## config.mk

```make
export PLATFORM = sky130hd
export DESIGN_NAME = swm_cell
export DESIGN_NICKNAME = d
export VERILOG_FILES = /design/src/design/swm_pkg.sv /design/src/design/swm_cell.sv
export SDC_FILE = /design/constraint.sdc
export NUM_CORES = 1
export LEC_CHECK = 0
export ABC_AREA = 1
export BUFFER_PORTS_ARGS = -buffer_cell sky130_fd_sc_hd__buf_4
export CAP_MARGIN = 20
export CORE_AREA = 2 2 92 103
export CTS_CLUSTER_SIZE = 25
export DETAILED_ROUTE_END_ITERATION = 10
export DIE_AREA = 0 0 94 105
export PLACE_DENSITY = 0.81
export SKIP_LAST_GASP = 1
export SYNTH_ARGS = -nofsm -noshare
export SYNTH_HDL_FRONTEND = slang
export SYNTH_SLANG_ARGS = --single-unit
```

## constraint.sdc

```tcl
create_clock -name clk -period 6.7 [get_ports clk]
set_input_delay 1.005 -clock clk [delete_from_list [all_inputs] [get_ports clk]]
set_output_delay 1.005 -clock clk [all_outputs]
set_load 0.03 [all_outputs]
```

## src/design/swm_pkg.sv

```systemverilog
// Shared types and constants for the sliding window median filter.
package swm_pkg;

	localparam int unsigned SAMPLE_W    = 32;
	localparam int unsigned SIZE_W      = 7;
	localparam int unsigned DEF_MAX_WIN = 64;
	localparam logic [SIZE_W-1:0] SIZE_RESET = SIZE_W'(3);

	typedef logic signed [SAMPLE_W-1:0] sample_t;

	typedef struct packed {
		logic step;
		logic full;
	} swm_ctl_t;

endpackage

```

## src/design/swm_cell.sv

```systemverilog
// One sorted-window cell: holds a sample and its age, updates from its neighbors.
module swm_cell #(
	parameter int unsigned AW    = 6,
	parameter bit          FIRST = 1'b0
) (
	input  logic                clk,
	input  swm_pkg::swm_ctl_t   ctl,
	input  swm_pkg::sample_t    sample,
	input  logic [AW-1:0]       oldest_age,
	input  logic                valid,
	input  logic                rm_here,
	input  logic                rm_below,
	input  swm_pkg::sample_t    dn_val,
	input  logic [AW-1:0]       dn_age,
	input  logic                dn_gt,
	input  swm_pkg::sample_t    up_val,
	input  logic [AW-1:0]       up_age,
	input  logic                up_gt,
	output swm_pkg::sample_t    val,
	output logic [AW-1:0]       age,
	output logic                gt,
	output logic                rm
);
	import swm_pkg::*;

	sample_t       val_q;
	logic [AW-1:0] age_q;
	sample_t       s_val;
	logic [AW-1:0] s_age;
	logic          s_gt;
	sample_t       m_val;
	logic [AW-1:0] m_age;
	logic          m_gt;

	assign gt  = !valid || (val_q > sample);
	assign rm  = ctl.full && valid && (age_q == oldest_age);
	assign val = val_q;
	assign age = age_q;

	// s, m: list with the oldest removed, at this rank (s) and one below (m)
	always_comb begin
		s_val = rm_here ? up_val : val_q;
		s_age = rm_here ? up_age : age_q;
		s_gt  = rm_here ? up_gt : gt;
		m_val = rm_below ? val_q : dn_val;
		m_age = rm_below ? age_q : dn_age;
		m_gt  = rm_below ? gt : dn_gt;
	end

	always_ff @(posedge clk) begin
		if (ctl.step) begin
			if (!s_gt) begin
				val_q <= s_val;
				age_q <= s_age + AW'(1);
			end else if (FIRST || !m_gt) begin
				val_q <= sample;
				age_q <= '0;
			end else begin
				val_q <= m_val;
				age_q <= m_age + AW'(1);
			end
		end
	end

endmodule

```

== After elaboration in Yosys (flattened, before gate mapping) ==
Index checks and enable logic that the tools add are counted.
Word-level totals
  word-level logic and storage cells: 23
  input port bits: 122
  bits in registers: 38
Operators by class
  equality and inequality tests: 2
  $add $sub $neg: 2
  multiplexer cells: 10
  reduce and logical (&&, ||, !) cells: 6
  order comparisons: 1
Operators by type and width (number)
  $mux 32: 4
  $gt 32x32->1: 1
  $mux 6: 4
  $add 6x1->6 const B: 2
  $eq 6x6->1: 1
  $ne 3x3->1 const B: 1
  $reduce_and 3->1: 1
  $logic_and 1x1->1: 2
  $mux 1: 2
  $reduce_bool 2->1: 1
  $logic_not 1->1: 1
  $logic_or 1x1->1: 1

== Longest topological paths before layout ==
  depth in word-level cells: 5
  gate-level depth with buffers: 23

== Worst setup path after synthesis ==
Ideal clock, no wire load.
  path type: input to register
  start: input port sample[31]
  end: register val_q[0], in the netlist val[0], enable pin
  arrival: 4884 ps
  data required time: 6229 ps
  setup slack: 1346 ps
  stages on the path: 15
  setup time: 471 ps
  cell sequence: inv_1 -> ha_1 -> nand2_1 -> nor2_2 -> nand2_2 -> nor4_4 -> nand2_1 -> nand2_1 -> nand2_1 -> nand3_2 -> nand2_2 -> nand2_4 -> buf_2 -> nand2_1 -> a21boi_0
On the way
  longest elaborated chain between the ends: 5
RTL lines
  start: declaration: line swm_cell.sv:8  | input swm_pkg::sample_t sample,
  $gt 32x32->1 *: line swm_cell.sv:35  | assign gt = !valid || (val_q > sample);
  $logic_or 1x1->1 *: line swm_cell.sv:35
  named net gt: line swm_cell.sv:21  | output logic gt,
  $mux 1, on equally long branches: line swm_cell.sv:44, swm_cell.sv:47
  $ne 3x3->1 (no line) / $reduce_bool 2->1 (equally long branches)
  $reduce_and 3->1 (no line) *
  end signal: assignment: line swm_cell.sv:53  | val_q <= s_val;
  end signal: assignment: line swm_cell.sv:56  | val_q <= sample;
  end signal: assignment: line swm_cell.sv:59  | val_q <= m_val;
  end: declaration: line swm_cell.sv:26  | sample_t val_q;
Mark *: on every way through the listed nets, which the timed path passes. The rest lies on a longest branch.
A chain may end at the register's enable or synchronous reset.

== Worst setup path after layout ==
  start: input port sample[31]
  end: register val_q[9], in the netlist val[9], enable pin
On the way
  longest elaborated chain between the ends: 5
RTL lines (line)
  $gt 32x32->1 *: swm_cell.sv:35
  $logic_or 1x1->1 *: swm_cell.sv:35
  $mux 1, on equally long branches: swm_cell.sv:44, swm_cell.sv:47
  $ne 3x3->1 (no line) / $reduce_bool 2->1 (equally long branches)
  $reduce_and 3->1 (no line) *
Mark *: on every way between the ends. The rest lies on a longest branch, timed or not.

==> impl_summary.md <==
Timing
The total negative setup slack is 0 ns. The tightest hold path in the finished design has a slack of between 0.9 and 1 ns. The number of pins with negative max-slew slack in the final report is 0.

The slew at the pin closest to its max-slew limit is between 0.7 and 0.8 ns. The hold violation total from the final report was 0. The final clock period utilization by the worst path is 0.525. The post-layout minimum cycle time is 3.52 ns.

The count of final setup violators is 0. The maximum clock rate is 0.284 GHz. Setup repair after global routing left no endpoint under its margin. The worst-case headroom to the max-slew limit is 0.471. On the final layout, the worst clock skew is 0.00355 ns.

Power and ir drop
The analysis attributes to cell leakage a power of around 0.0027 uW. The design draws roughly 860 uW. The worst voltage drop across the vdd grid is 0.0000828 V. Power spread over the standard cell area amounts to about 180 nW/um2.

Logic synthesis
The total number of yosys warnings is 0. Sorting the synthesized cells by how often they occur yields sky130_fd_sc_hd__nand2_1 (156), sky130_fd_sc_hd__inv_1 (86), sky130_fd_sc_hd__nand3_1 (73), sky130_fd_sc_hd__edfxtp_1 (38), sky130_fd_sc_hd__ha_1 (34). The most frequently used flop master after synthesis is sky130_fd_sc_hd__edfxtp_1.

The cell count after synthesis is 488. A synthesized cell averages 7.12 um2. The number of nets produced by synthesis is 644. The number of unique standard cell types used by synthesis is 31.

For this run, the register share of the synthesized area comes to 0.329. The library cell with the highest instance count after synthesis is sky130_fd_sc_hd__nand2_1. The post-synthesis sequential element count is 38. The mapped netlist covers 3470 um2. The share of Yosys cell area claimed by the top area cell type is 0.329. After synthesis, the cell types taking the most area are sky130_fd_sc_hd__edfxtp_1 (33%), sky130_fd_sc_hd__nand2_1 (17%), sky130_fd_sc_hd__ha_1 (12%), sky130_fd_sc_hd__nand3_1 (11%), sky130_fd_sc_hd__inv_1 (9.3%). The biggest area contributor in the post-synthesis netlist is sky130_fd_sc_hd__edfxtp_1. The number of enable-type register cells in the synthesized netlist is 38. The share of flip-flops with an asynchronous set or reset is 0.

Global routing
The first-pass GRT wire length is 16.3 mm. The number of global-route vias before repair came to 3,607. The number of antenna violations at the first check in global routing is 0.

The maximum number of pins on one net before global-route repair is 40. The global router's overall resource usage is 0.202. Global routing finished with a remaining overflow of 0.

Critical path
The worst setup path is captured at a flip-flop. The highest-delay cell along the critical path is sky130_fd_sc_hd__a21boi_4. The worst register-to-register path has a setup slack of 3.61 ns. The most critical setup path has its endpoint at val[9]$_DFFE_PP_. The count of buffer and inverter cells on the critical path is 3. The required time at the worst-slack endpoint is 6.70 ns.

The kind of cell adding the most delay to the critical path is simple AND/OR/NAND/NOR gates. Data on the critical path arrives at its endpoint at 3.52 ns. The type of origin of the critical path is an input port. The capturing point of the worst reg2reg path is val[9]$_DFFE_PP_. The worst register-to-register path begins at val[19]$_DFFE_PP_. Measured in cells, the most critical reg-to-reg path has a length of 12. In this design, the stage delay of the slowest critical-path cell is 0.53 ns. The cell occurring most often along the worst timing path is sky130_fd_sc_hd__nand2_1.

Walking the worst path, the cells encountered are buf_4, inv_1, ha_1, nand2_1, nor2_2, nand2_2, nor4_4, nand2_1, nand2_1, nand2_1, nand3_2, nand2_2, nand2_4, nand2_1, a21boi_4, buf_16. The maximum fanout count along the critical path is 34. The critical path starts at sample[31]. The kind of critical path is in -> reg.

Counting buffers and inverters, the worst setup path is 16 cells deep.

Floorplan
The die boundary height is 105 um. From left edge to right edge, the die measures 94 um. The starting utilization of the core area is 0.395.

The placeable core region is 8780 um2. For this design the top-level I/O count stands at 162. The area of the die is 9870 um2. The number of rows created at floorplan is 36.

Clocking
The hold-fix buffer count after cts is 0. The quantity of gates resized following cts is 0. TritonCTS built the clock tree.

The post-CTS clock slew at the launch and capture registers of the worst setup and hold paths is 0.08 ns. The tree is rooted in a sky130_fd_sc_hd__clkbuf_8. The number of clock buffers inserted by TritonCTS is 5. The buffers inserted during post-CTS setup optimization is 0. The clock drives 38 sinks. The H-tree level count is 2.

The buffer levels on the longest clock path is 2. The clock reaches the later pin of the worst-skew pair after between 0.2 and 0.3 ns.

Placed design
The count of buffers added on input and output ports is 161. Once detailed placement completed, the half-perimeter wirelength came to 7.69 mm. At the end of routability-driven placement, the weighted congestion stood at about 0.82.

Drt
The first TritonRoute pass finished after 4 iterations. After detailed routing, the number of vias per cell comes to 4.84. In this run the remaining antenna-violating nets after routing total 0.

After detailed routing, the number of remaining DRC violations is 0. Wires add up to between 9 and 10 mm. The routed layout has about 3,600 vias. The iteration-0 DRC count of the detailed router is between 100 and 150.

The wire length per cell after detailed routing is between 10 and 15 um.

Final layout
The number of nets in the layout is 796. The diode insertion count for antenna repair is 0. The synthesis-to-finish area growth is 39.7%.

Of the cells placed in the final design, the portion with a size suffix greater than 1 is 0.286.

Job
Max-cap violations in this run came to 0.

Hold path
The number of cells on the worst hold path is 5. The type of the worst min-delay path is reg -> reg.

Outcome
The run finished with clean final reports.
==> layout make-up <==
cell class                 count  area (um2)
sequential                    38        1140
tap                          114         143
clock buffer                   7        76.3
fill                         853        3930
timing repair buffer         164        1270
multi-input combinational    344        1890
inverter                      87         327
==> metal layers <==
layer	vias to the layer above	GRT usage	wire, um
met2	137	0.362	5000
li1	1868	-	-
met3	8	0.0339	645
met5	-	0	0
met4	0	0.0352	87
met1	1633	0.255	4170
==> worst min-delay path, cell delays in order, from the launching register on <==
cell                       delay (ns)
sky130_fd_sc_hd__edfxtp_1        0.35
sky130_fd_sc_hd__inv_1           0.08
sky130_fd_sc_hd__nand2_1         0.05
sky130_fd_sc_hd__o21ai_0         0.10
sky130_fd_sc_hd__nand3_1         0.09
sky130_fd_sc_hd__o21ai_0         0.07
==> flip-flops by register name, indices dropped and copies added (netlist names) <==
signal and cells:
age 6, val 32
==> metrics by stage <==
step / setup slack (ns) / area, um2 / util / instances
2_1_floorplan: 1.35 / 3470 / - / 488
3_5_place_dp: 2.59 / 4750 / 0.540 / 746
6_report: 3.18 / 4850 / 0.552 / 754
3_3_place_gp: 2.70 / 4720 / 0.537 / 745
4_1_cts: 2.89 / 4820 / 0.549 / 753
5_1_grt: 2.88 / 4850 / 0.552 / 754
==> cell families (layout without fill, tap and decap cells) <==
group | after synthesis | count (layout) | share of synthesized area
and+or+nand+nor | 264 | 264 | 0.335
buffers and inverters | 106 | 258 | 0.130
DFF | 38 | 38 | 0.329
AOI/OAI and AO/OA | 35 | 35 | 0.0558
adders and majority gates | 34 | 34 | 0.122
xor gates and xnor gates | 10 | 10 | 0.0252
muxes | 1 | 1 | 0.00288
==> how the worst min path moves through the flow <==
stage | start | endpoint | slack, ns
CTS | age[0]$_DFFE_PP_ | age[0]$_DFFE_PP_ | 0.91
global placement | age[0]$_DFFE_PP_ | age[0]$_DFFE_PP_ | 0.89
floorplan | age[3]$_DFFE_PP_ | age[3]$_DFFE_PP_ | 1.02
global route | up_val[24] | val[24]$_DFFE_PP_ | 0.97
finish | age[0]$_DFFE_PP_ | age[0]$_DFFE_PP_ | 0.91
detailed placement | age[5]$_DFFE_PP_ | age[5]$_DFFE_PP_ | 0.88
==> cell usage in the layout (no fill, tap or decap), types with 3 or more instances in the layout <==
master,instances
sky130_fd_sc_hd__ha_1,34
sky130_fd_sc_hd__nand3_1,73
sky130_fd_sc_hd__inv_1,86
sky130_fd_sc_hd__edfxtp_1,38
sky130_fd_sc_hd__nand2_2,3
sky130_fd_sc_hd__a21oi_1,14
sky130_fd_sc_hd__nand2_1,156
sky130_fd_sc_hd__nand3b_1,5
sky130_fd_sc_hd__o21ai_0,13
sky130_fd_sc_hd__clkbuf_8,5
sky130_fd_sc_hd__or2_2,5
sky130_fd_sc_hd__nor2_1,14
sky130_fd_sc_hd__buf_4,162
sky130_fd_sc_hd__nand4_1,3
sky130_fd_sc_hd__xor2_1,9
==> report_power, final <==
part           leakage, uW  total, uW  internal [uW]  switching (uW)
logic              0.00230        387            162             225
clock network    0.0000383        154           71.9            81.7
registers         0.000366        325            305            20.2
Power figures use the tool's default switching activity.
